--- config.mk ---
export PLATFORM = sky130hd
export DESIGN_NAME = huffman_table_segment_builder_unit
export DESIGN_NICKNAME = d
export VERILOG_FILES = /design/src/design/htsb_pkg.sv /design/src/design/htsb_ctrl.sv /design/src/design/htsb_dp.sv /design/src/design/huffman_table_segment_builder_unit.sv
export SDC_FILE = /design/constraint.sdc
export NUM_CORES = 1
export LEC_CHECK = 0
export ABC_AREA = 1
export BUFFER_PORTS_ARGS = -buffer_cell sky130_fd_sc_hd__buf_4
export CORE_MARGIN = 3
export CORE_UTILIZATION = 30
export CTS_CLUSTER_DIAMETER = 100
export DETAILED_ROUTE_END_ITERATION = 16
export GPL_ROUTABILITY_DRIVEN = 0
export SYNTH_ARGS = -nofsm -noshare
export SYNTH_HDL_FRONTEND = slang
export SYNTH_HIERARCHICAL = 1
export SYNTH_SLANG_ARGS = --single-unit
--- constraint.sdc ---
create_clock -name i_clk -period 5.9 [get_ports i_clk]
set_clock_uncertainty 0.05 [all_clocks]
set_input_delay 1.18 -clock i_clk [delete_from_list [all_inputs] [get_ports i_clk]]
set_output_delay 1.18 -clock i_clk [all_outputs]
set_load 0.05 [all_outputs]
--- src/design/htsb_pkg.sv ---
// ----------------------------------------------------------------------------
// Huffman table builder package
// Result status codes and the command and status bundles between the
// controller and the datapath.
// ----------------------------------------------------------------------------
package htsb_pkg;

    localparam logic [1:0] STATUS_ENTRY     = 2'd0;
    localparam logic [1:0] STATUS_BAD_CLASS = 2'd1;
    localparam logic [1:0] STATUS_BAD_LEN   = 2'd2;

    localparam logic [15:0] CODE_MASK_ALL  = 16'hFFFF;
    localparam logic [15:0] HEADER_BYTES   = 16'd17;
    localparam logic [4:0]  LONGEST_CODE   = 5'd16;

    // Which kind of result the datapath loads into its output register.
    typedef enum logic [1:0] {
        EMIT_NONE,
        EMIT_CLASS_ERR,
        EMIT_LEN_ERR,
        EMIT_ENTRY
    } t_emit;

    typedef struct packed {
        logic  start;     // class/id byte taken: restart all counters
        logic  count;     // count byte taken
        logic  sym_init;  // counts complete and valid: prime the code walk
        logic  sym;       // symbol byte taken: advance code and entry
        logic  walk;      // step over one code length
        t_emit emit;
    } t_dp_cmd;

    typedef struct packed {
        logic cls_bad;     // class nibble of the incoming byte above one
        logic count_last;  // the incoming count byte is the sixteenth
        logic len_bad;     // count sum plus header differs from segment length
        logic total_zero;  // count sum including the incoming byte is zero
        logic is_last;     // the current entry closes the table
        logic walk_step;   // current length is empty and a longer one exists
    } t_dp_status;

endpackage

--- src/design/htsb_ctrl.sv ---
// ----------------------------------------------------------------------------
// Huffman table builder controller
// Tracks the table phase, runs the length walk and owns both handshakes.
// ----------------------------------------------------------------------------
module htsb_ctrl (
    input  logic                 i_clk,
    input  logic                 i_rst_n,
    input  logic                 i_valid,
    output logic                 o_ready,
    input  logic                 i_first_byte,
    output logic                 o_valid,
    input  logic                 i_ready,
    input  htsb_pkg::t_dp_status i_stat,
    output htsb_pkg::t_dp_cmd    o_cmd
);
    import htsb_pkg::*;

    typedef enum logic [1:0] {
        S_IDLE,
        S_COUNTS,
        S_SYMBOLS,
        S_WALK
    } t_state;

    t_state r_state, n_state;
    logic   r_out_valid, n_out_valid;
    logic   in_take;

    // An input is taken only outside the walk and when the result slot is
    // free or being emptied in this cycle.
    assign o_ready = (r_state != S_WALK) && (!r_out_valid || i_ready);
    assign o_valid = r_out_valid;
    assign in_take = i_valid && o_ready;

    always_comb begin
        n_state = r_state;
        o_cmd   = '0;
        o_cmd.emit = EMIT_NONE;
        if (in_take && i_first_byte) begin
            o_cmd.start = 1'b1;
            if (i_stat.cls_bad) begin
                o_cmd.emit = EMIT_CLASS_ERR;
                n_state    = S_IDLE;
            end else begin
                n_state = S_COUNTS;
            end
        end else begin
            unique case (r_state)
                S_IDLE: begin
                end
                S_COUNTS: begin
                    if (in_take) begin
                        o_cmd.count = 1'b1;
                        if (i_stat.count_last) begin
                            if (i_stat.len_bad) begin
                                o_cmd.emit = EMIT_LEN_ERR;
                                n_state    = S_IDLE;
                            end else if (i_stat.total_zero) begin
                                n_state = S_IDLE;
                            end else begin
                                o_cmd.sym_init = 1'b1;
                                n_state        = S_WALK;
                            end
                        end
                    end
                end
                S_SYMBOLS: begin
                    if (in_take) begin
                        o_cmd.sym  = 1'b1;
                        o_cmd.emit = EMIT_ENTRY;
                        n_state    = i_stat.is_last ? S_IDLE : S_WALK;
                    end
                end
                S_WALK: begin
                    if (i_stat.walk_step) begin
                        o_cmd.walk = 1'b1;
                    end else begin
                        n_state = S_SYMBOLS;
                    end
                end
                default: n_state = S_IDLE;
            endcase
        end
    end

    always_comb begin
        n_out_valid = r_out_valid;
        if (r_out_valid && i_ready) begin
            n_out_valid = 1'b0;
        end
        if (o_cmd.emit != EMIT_NONE) begin
            n_out_valid = 1'b1;
        end
    end

    always_ff @(posedge i_clk) begin
        if (!i_rst_n) begin
            r_state     <= S_IDLE;
            r_out_valid <= 1'b0;
        end else begin
            r_state     <= n_state;
            r_out_valid <= n_out_valid;
        end
    end

endmodule

--- src/design/htsb_dp.sv ---
// ----------------------------------------------------------------------------
// Huffman table builder datapath
// Count store, code counters and the registered result fields.
// ----------------------------------------------------------------------------
module htsb_dp #(
    parameter int MAX_CODE_LENGTH = 16
) (
    input  logic                 i_clk,
    input  logic                 i_rst_n,
    input  htsb_pkg::t_dp_cmd    i_cmd,
    output htsb_pkg::t_dp_status o_stat,
    input  logic [7:0]           i_data_byte,
    input  logic [15:0]          i_segment_length,
    output logic [1:0]           o_status,
    output logic                 o_dht_class,
    output logic [3:0]           o_table_id,
    output logic [11:0]          o_entry_index,
    output logic [7:0]           o_symbol,
    output logic [15:0]          o_code_bits,
    output logic [4:0]           o_code_length,
    output logic [15:0]          o_code_mask,
    output logic                 o_last
);
    import htsb_pkg::*;

    localparam int         IdxW   = $clog2(MAX_CODE_LENGTH);
    localparam logic [4:0] MaxLen = 5'(MAX_CODE_LENGTH);

    logic [7:0]  r_counts [MAX_CODE_LENGTH];
    logic [3:0]  r_cnt_pos;
    logic [11:0] r_total;
    logic [4:0]  r_cur;
    logic [7:0]  r_left;
    logic [15:0] r_next;
    logic [11:0] r_entries;
    logic        r_cls;
    logic [3:0]  r_id;
    logic [15:0] r_seg_len;

    logic        pos_in_range;
    logic [7:0]  count_val;
    logic [11:0] total_next;
    logic [7:0]  walk_count;
    logic [15:0] entry_mask;
    logic [3:0]  mask_shift;

    // Count bytes for lengths beyond the longest code are neither kept nor summed.
    assign pos_in_range = {1'b0, r_cnt_pos} < MaxLen;
    assign count_val    = pos_in_range ? i_data_byte : 8'd0;
    assign total_next   = r_total + {4'd0, count_val};
    assign walk_count   = r_counts[r_cur[IdxW-1:0]];
    assign mask_shift   = 4'(LONGEST_CODE - r_cur);
    assign entry_mask   = CODE_MASK_ALL >> mask_shift;

    assign o_stat.cls_bad    = |i_data_byte[7:5];
    assign o_stat.count_last = (r_cnt_pos == 4'd15);
    assign o_stat.len_bad    = (({4'd0, total_next} + HEADER_BYTES) != r_seg_len);
    assign o_stat.total_zero = (total_next == 12'd0);
    assign o_stat.is_last    = (({1'b0, r_entries} + 13'd1) >= {1'b0, r_total});
    assign o_stat.walk_step  = (r_left == 8'd0) && (r_cur < MaxLen);

    always_ff @(posedge i_clk) begin
        if (i_cmd.count && pos_in_range) begin
            r_counts[r_cnt_pos[IdxW-1:0]] <= i_data_byte;
        end
    end

    always_ff @(posedge i_clk) begin
        if (!i_rst_n) begin
            r_cnt_pos <= '0;
            r_total   <= '0;
            r_cur     <= 5'd1;
            r_left    <= '0;
            r_next    <= '0;
            r_entries <= '0;
            r_cls     <= 1'b0;
            r_id      <= '0;
            r_seg_len <= '0;
        end else if (i_cmd.start) begin
            r_cnt_pos <= '0;
            r_total   <= '0;
            r_cur     <= 5'd1;
            r_left    <= '0;
            r_next    <= '0;
            r_entries <= '0;
            r_cls     <= i_data_byte[4];
            r_id      <= i_data_byte[3:0];
            r_seg_len <= i_segment_length;
        end else begin
            if (i_cmd.count) begin
                r_cnt_pos <= r_cnt_pos + 4'd1;
                r_total   <= total_next;
            end
            if (i_cmd.sym_init) begin
                r_cur     <= 5'd1;
                r_next    <= '0;
                r_entries <= '0;
                r_left    <= r_counts[0];
            end
            if (i_cmd.sym) begin
                r_entries <= r_entries + 12'd1;
                r_next    <= r_next + 16'd1;
                if (r_left != 8'd0) begin
                    r_left <= r_left - 8'd1;
                end
            end
            if (i_cmd.walk) begin
                r_next <= {r_next[14:0], 1'b0};
                r_cur  <= r_cur + 5'd1;
                r_left <= walk_count;
            end
        end
    end

    always_ff @(posedge i_clk) begin
        unique case (i_cmd.emit)
            EMIT_CLASS_ERR: begin
                o_status      <= STATUS_BAD_CLASS;
                o_dht_class   <= 1'b0;
                o_table_id    <= i_data_byte[3:0];
                o_entry_index <= '0;
                o_symbol      <= '0;
                o_code_bits   <= '0;
                o_code_length <= '0;
                o_code_mask   <= '0;
                o_last        <= 1'b0;
            end
            EMIT_LEN_ERR: begin
                o_status      <= STATUS_BAD_LEN;
                o_dht_class   <= r_cls;
                o_table_id    <= r_id;
                o_entry_index <= '0;
                o_symbol      <= '0;
                o_code_bits   <= '0;
                o_code_length <= '0;
                o_code_mask   <= '0;
                o_last        <= 1'b0;
            end
            EMIT_ENTRY: begin
                o_status      <= STATUS_ENTRY;
                o_dht_class   <= r_cls;
                o_table_id    <= r_id;
                o_entry_index <= r_entries;
                o_symbol      <= i_data_byte;
                o_code_bits   <= r_next;
                o_code_length <= r_cur;
                o_code_mask   <= entry_mask;
                o_last        <= o_stat.is_last;
            end
            default: begin
            end
        endcase
    end

endmodule

--- src/design/huffman_table_segment_builder_unit.sv ---
// ----------------------------------------------------------------------------
// Huffman table segment builder
// Output: a result is registered and shows in the cycle after its byte is taken.
// Throughput: one byte per cycle, except that input pauses for the walk over empty
// code lengths after the sixteenth count byte of a non-empty table of valid length
// and after every symbol byte but the last. A full, stalled result slot holds input.
// Reset: synchronous active-low reset returns the block to idle, output empty.
// ----------------------------------------------------------------------------
module huffman_table_segment_builder_unit #(
    parameter int MAX_CODE_LENGTH = 16
) (
    input  logic        i_clk,
    input  logic        i_rst_n,
    input  logic        i_valid,
    output logic        o_ready,
    input  logic [7:0]  i_data_byte,
    input  logic        i_first_byte,
    input  logic [15:0] i_segment_length,
    output logic        o_valid,
    input  logic        i_ready,
    output logic [1:0]  o_status,
    output logic        o_dht_class,
    output logic [3:0]  o_table_id,
    output logic [11:0] o_entry_index,
    output logic [7:0]  o_symbol,
    output logic [15:0] o_code_bits,
    output logic [4:0]  o_code_length,
    output logic [15:0] o_code_mask,
    output logic        o_last
);
    import htsb_pkg::*;

    // The controller decides what each transfer means from the table phase
    // and the datapath status; the datapath keeps the counts, the canonical
    // code counters and the result register.
    t_dp_cmd    dp_cmd;
    t_dp_status dp_stat;

    // After the sixteenth count byte of a non-empty table of valid length, and after
    // every entry that is not the last, the controller walks forward over code lengths
    // that hold no codes, doubling the code at each step. Input pauses during the walk.
    htsb_ctrl u_ctrl (
        .i_clk        (i_clk),
        .i_rst_n      (i_rst_n),
        .i_valid      (i_valid),
        .o_ready      (o_ready),
        .i_first_byte (i_first_byte),
        .o_valid      (o_valid),
        .i_ready      (i_ready),
        .i_stat       (dp_stat),
        .o_cmd        (dp_cmd)
    );

    // A result transfer may still be pending while the next input transfer is
    // taken, as long as the result is taken in that same cycle.
    htsb_dp #(
        .MAX_CODE_LENGTH (MAX_CODE_LENGTH)
    ) u_dp (
        .i_clk            (i_clk),
        .i_rst_n          (i_rst_n),
        .i_cmd            (dp_cmd),
        .o_stat           (dp_stat),
        .i_data_byte      (i_data_byte),
        .i_segment_length (i_segment_length),
        .o_status         (o_status),
        .o_dht_class      (o_dht_class),
        .o_table_id       (o_table_id),
        .o_entry_index    (o_entry_index),
        .o_symbol         (o_symbol),
        .o_code_bits      (o_code_bits),
        .o_code_length    (o_code_length),
        .o_code_mask      (o_code_mask),
        .o_last           (o_last)
    );

endmodule

Word-level counts from Yosys, hierarchy flattened
Memory sizes are Yosys's and may differ from the RTL's. A register that Yosys moved wholly into a read port is not among the register bits.
Index checks and enable logic that the tools add are counted.
{ "totals": {"regBits": 146, "ramBits": 128, "input_bits": 29, "output_inout_bits": 67, "word_cells": 127, "memories": 1} }
{ "op_classes": {"addsub": 9, "order_cmp": 2, "n_eq_ne": 13, "n_shift": 1, "muxes": 54, "n_bitwise": 1, "reduce_logical": 25} }
{ "memory_table": {"columns": ["memory", "depth", "word_bits", "rd", "rd_clocked_by_memory_dff", "write_ports", "line_no", "rtl"], "rows": [
  ["u_dp.r_counts", 16, 8, 2, 1, 1, "htsb_dp.sv:29", "logic [7:0] r_counts [MAX_CODE_LENGTH];"]
]} }
{ "op_table": {"columns": ["op", "n"], "rows": [
  ["$pmux W16 S2", 2],
  ["$mux W16", 3],
  ["$mux W8", 4],
  ["$mux W2", 15],
  ["$mux W12", 2],
  ["$pmux W12 S2", 1],
  ["$add A16 B1 Y16 const B", 1],
  ["$ne A16 B16 Y1", 1],
  ["$pmux W8 S2", 1],
  ["$shr A16 B4 Y16 const A", 1],
  ["$mux W1", 14],
  ["$add A12 B1 Y13 const B", 1],
  ["$add A12 B5 Y13 const B", 1],
  ["$ge A13 B12 Y1", 1],
  ["$add A12 B1 Y12 const B", 1],
  ["$add A12 B8 Y12", 1],
  ["$logic_not A12 Y1", 1],
  ["$mux W4", 3],
  ["$pmux W2 S3", 2],
  ["$reduce_bool A2 Y1", 6],
  ["$mux W5", 2],
  ["$pmux W5 S2", 1],
  ["$eq A2 B2 Y1 const B", 4],
  ["$logic_not A8 Y1", 1],
  ["23 further kinds", 35]
]} }

Depth between registers and ports, before layout
{ "logic_depth": {"word_depth": 12, "mapped_depth": 29, "ltp_nobuf": 29} }

Hierarchy
The synthesis kept the hierarchy.
{ "modules_own_cells": {"columns": ["mod", "n_inst", "cells_per_inst", "area_per_inst_um2", "seq_area_each_um2"], "rows": [
  ["htsb_dp", 1, 1351, 12739.7, 7437.1],
  ["htsb_ctrl", 1, 60, 355.3, 60.1]
]} }

Worst setup path before layout
No wires, ideal clock.
{ "synth_timing": {"path_kind": "input-to-reg", "from": "input i_data_byte[0]", "to": "register u_dp.o_code_bits[0], enable pin", "setup_time_ns": 0.395, "arrival_time_ns": 4.258, "t_required_ns": 5.455, "path_slack_ns": 1.197, "cell_stages": 22, "n_path_buf": 0, "cell_sequence": "ha_1 > inv_1 > fa_1 > inv_1 > ha_1 > inv_1 > nor2_8 > nand3_2 > nand2_2 > inv_2 > nor2_4 > nand3_2 > nor2_4 > nand3_1 > nand2_1 > nor2_1 > nand3_1 > nand2_1 > nor2_1 > nor2_1 > nor2_2 > or2_2"} }
{ "synth_lines": {"columns": ["item", "line_no", "rtl"], "rows": [
  ["start, declared", "huffman_table_segment_builder_unit.sv:16", "input logic [7:0] i_data_byte,"],
  ["end signal, assigned", "htsb_dp.sv:145", "o_code_bits <= r_next;"],
  ["end, declared", "htsb_dp.sv:19", "output logic [15:0] o_code_bits,"]
]} }

==> results.yml <==
yosys:
  avgSynthCellArea_um2: 9.28
  synth_area_leader_cell: "edfxtp_1"
  synthArstFlopShare: 0
  synthFlopType: "edfxtp_1"
  synth_area_leaders: "edfxtp_1 44%, dfxtp_1 13%, nand2_1 6.2%"
  ys_seq_elements: 278
  netlist_area_um2: 13100
  synth_warnings: 6
  syn_nets: 1479
  synth_edf_count: 193
  synth_commonest_cells: "217 x nand2_1, 212 x nor2_1, 193 x edfxtp_1, 151 x inv_1, 134 x o21ai_0"
  synth.most_common_cell: "nand2_1"
  ys_seq_area_frac: 0.573
  synthCells: 1411
  synth_top_area_frac: 0.443
  synth.distinct_cells: 44
power_and_ir_drop:
  seqPwrFrac: 0.440
  combPwrFrac: 0.149
  power.internal_w: 0.00362
  totalPowerFinal_w: 0.00503
  switching_share: 0.281
  power_leakage_nw: 5.78
  power_density_nw_per_um2: 323
  clkPwrFrac: 0.411
  vdd_drop_max_v: 0.000171
  p_sw_w: 0.00141
setup_path:
  crit_required_ns: 6.14
  start_kind: "primary input"
  arrival_ns: 4.69
  cpPeakStageDelay_ns: 0.45
  r2r_end: "u_dp/o_code_mask[1]"
  crit_top_cell: "nand2_1"
  end_kind: "flip-flop"
  regToRegSetupSlack_ns: 1.78
  worst-r2r-cell-count: 24
  worstPathMaxFanout: 13
  rr_startpoint: "u_dp/r_total[0]"
  crit_type: "primary input to flip-flop"
  slowest_stage: "fa_1"
routing:
  drcViolationCount: 0
  wl_um: 33300
  postRouteAntennaNets: 0
  drt_iter0_drc: 843
  viasPerCell: 4.81
  dr.pass1.iters: 5
  wl_per_cell_um: 15.8
  num_vias: 10100
global_routing:
  grt_pass1_wl_um: 52600
  grt_pass1_vias: 9775
  grt_max_degree: 66
  grt_antenna_before_repair: 0
  grt-ovfl-total: 0
  grt.total_usage: 0.141
cells_and_area:
  insertedDiodeCount: 0
  layoutNonFillerInstCount: 2105
  drive_gt1_frac: 0.149
  nNetsFinal: 1572
  ff_latch_area_um2: 7500
  multiInputGateArea_um2: 4790
  area_growth_pct: 18.8
  n_fill_cell: 4278
clocking:
  cts_root_buffer: "clkbuf_16"
  cts_buffers: 34
  post_cts_resized: 0
  clkSlewWorstSetupHoldPaths_ns: 0.06
  postCtsSetupBuffers: 0
  hold_buffers: 0
  cts_tree: "yes"
  clockBufferDepth: 3
  clkSinkCount: 278
  htree_levels: 2
  insertion_delay_ns: 0.54
floorplanning:
  ioPinCount: 96
  start_util: 0.308
  rows: 75
  die_area_um2: 46200
  die_h_um: 215
  fp.coreArea_um2: 42500
  die_w_um: 215
timing:
  fmaxAchievable_ghz: 0.225
  fin_crit_ns: 4.45
  hold_viol_final: 0
  rsz0062_at_grt: "no"
  drv_slew: 0
  setup_violations: 0
  fin_crit_sh: 0.754
  holdWs_ns: 0.422
  tightest_slew_ns: 1.07
  fin_setup_tns_ns: 0
  relSlewSlack: 0.284
place:
  dp.cells: 2045
  portBuffers: 95
  dp_hpwl_um: 22600
run:
  max_cap_violations: 0
status:
  status: "finished, final reports clean"
min_path:
  hold_start: "u_dp/r_entries[4]"
  hold_path.class: "flip-flop to flip-flop"
  min_path_cells: 2
  min_to: "u_dp/r_entries[4]"
-- state kept, by name (all words and copies together) (netlist names), 2 cells and up, named ones only --
register,count
u_dp/r_seg_len,16
u_dp/r_left,8
u_dp/r_total,12
u_dp/r_id,4
u_dp/o_entry_index,12
u_dp/r_entries,12
u_dp/r_next,16
u_dp/r_cnt_pos,4
u_dp/o_table_id,4
u_dp/r_counts,128
u_dp/r_cur,5
u_dp/o_code_mask,16
u_dp/o_code_length,5
u_dp/o_status,2
u_dp/o_code_bits,16
u_ctrl/r_state,2
u_dp/o_symbol,8
-- layout by cell type, fill, tap and decap left out, types with 13 or more instances in the layout --
cell type and count:
nand2_1 216, nor2_1 212, edfxtp_1 193, inv_1 151
o21ai_0 134, buf_4 107, dfxtp_1 84, nand3_1 76
a21oi_1 61, ha_1 38, clkbuf_16 35, nand2_2 22
a31oi_1 17, o221ai_1 17, xor2_1 16, nand4_1 13
-- cell type report --
type	instances	area share
multi-input cells	918	0.308
well taps	577	0.0464
flip-flops and latches	278	0.482
repair buffers	108	0.0529
inverters	164	0.0397
clock inverters	19	0.0130
clock buffers	41	0.0578
-- logic make-up after synthesis --
family,after synthesis,share of synthesized area
buffers and inverters,215,0.0622
and+or+nand+nor,592,0.199
xor gates and xnor gates,18,0.0120
adders and majority gates,39,0.0378
AOI/OAI and AO/OA,269,0.116
DFF,278,0.573
-- worst max-delay path by stage --
| stage | cells after the start | end | from | slack, ns |
|---|---|---|---|---|
| after global routing | 26 | u_dp/o_code_mask[1] | i_data_byte[0] | 1.06 |
| after global placement | 25 | u_dp/r_next[0] | i_data_byte[0] | 1.0 |
| after CTS | 29 | u_dp/o_code_mask[1] | i_data_byte[0] | 1.49 |
| after floorplan | 22 | u_dp/o_code_bits[0] | i_data_byte[0] | 1.20 |
| after detailed placement | 29 | u_dp/o_code_mask[1] | i_data_byte[0] | 0.92 |
| final | 29 | u_dp/o_code_mask[1] | i_data_byte[0] | 1.45 |
-- per-stage QoR --
| stage | setup slack [ns] | area, µm² | util |
|---|---|---|---|
| 5_1_grt | 1.06 | 15600 | 0.366 |
| 6_report | 1.45 | 15600 | 0.366 |
| 4_1_cts | 1.49 | 15600 | 0.366 |
| 3_3_place_gp | 0.998 | 14500 | 0.340 |
| 3_5_place_dp | 0.918 | 14500 | 0.340 |
| 2_1_floorplan | 1.20 | 13100 | - |
-- power by group through the flow --
stage	combinational (W)	clock [W]	sequential (W)
6_report	0.000749	0.00206	0.00221
5_1_grt	0.000824	0.00221	0.00222
4_1_cts	0.000752	0.00212	0.00222
3_5_place_dp	0.000749	0	0.00226
3_3_place_gp	0.000741	0	0.00226
2_1_floorplan	0.000386	0	0.00238
-- metal layers --
metal | part of all wire | track usage | wire (µm)
met1 | 0.45 | 0.190 | 15000
met2 | 0.46 | 0.228 | 15300
met3 | 0.063 | 0.0242 | 2090
met4 | 0.030 | 0.0543 | 986
met5 | 0 | 0 | 0
-- worst max-delay path, delay by kind of cell --
kind	cells	cell delay [ns]
and+or+nand+nor	19	2.11
buffers and inverters	7	0.57
adders and majority gates	3	0.83
(Power assumes the default switching activity.)
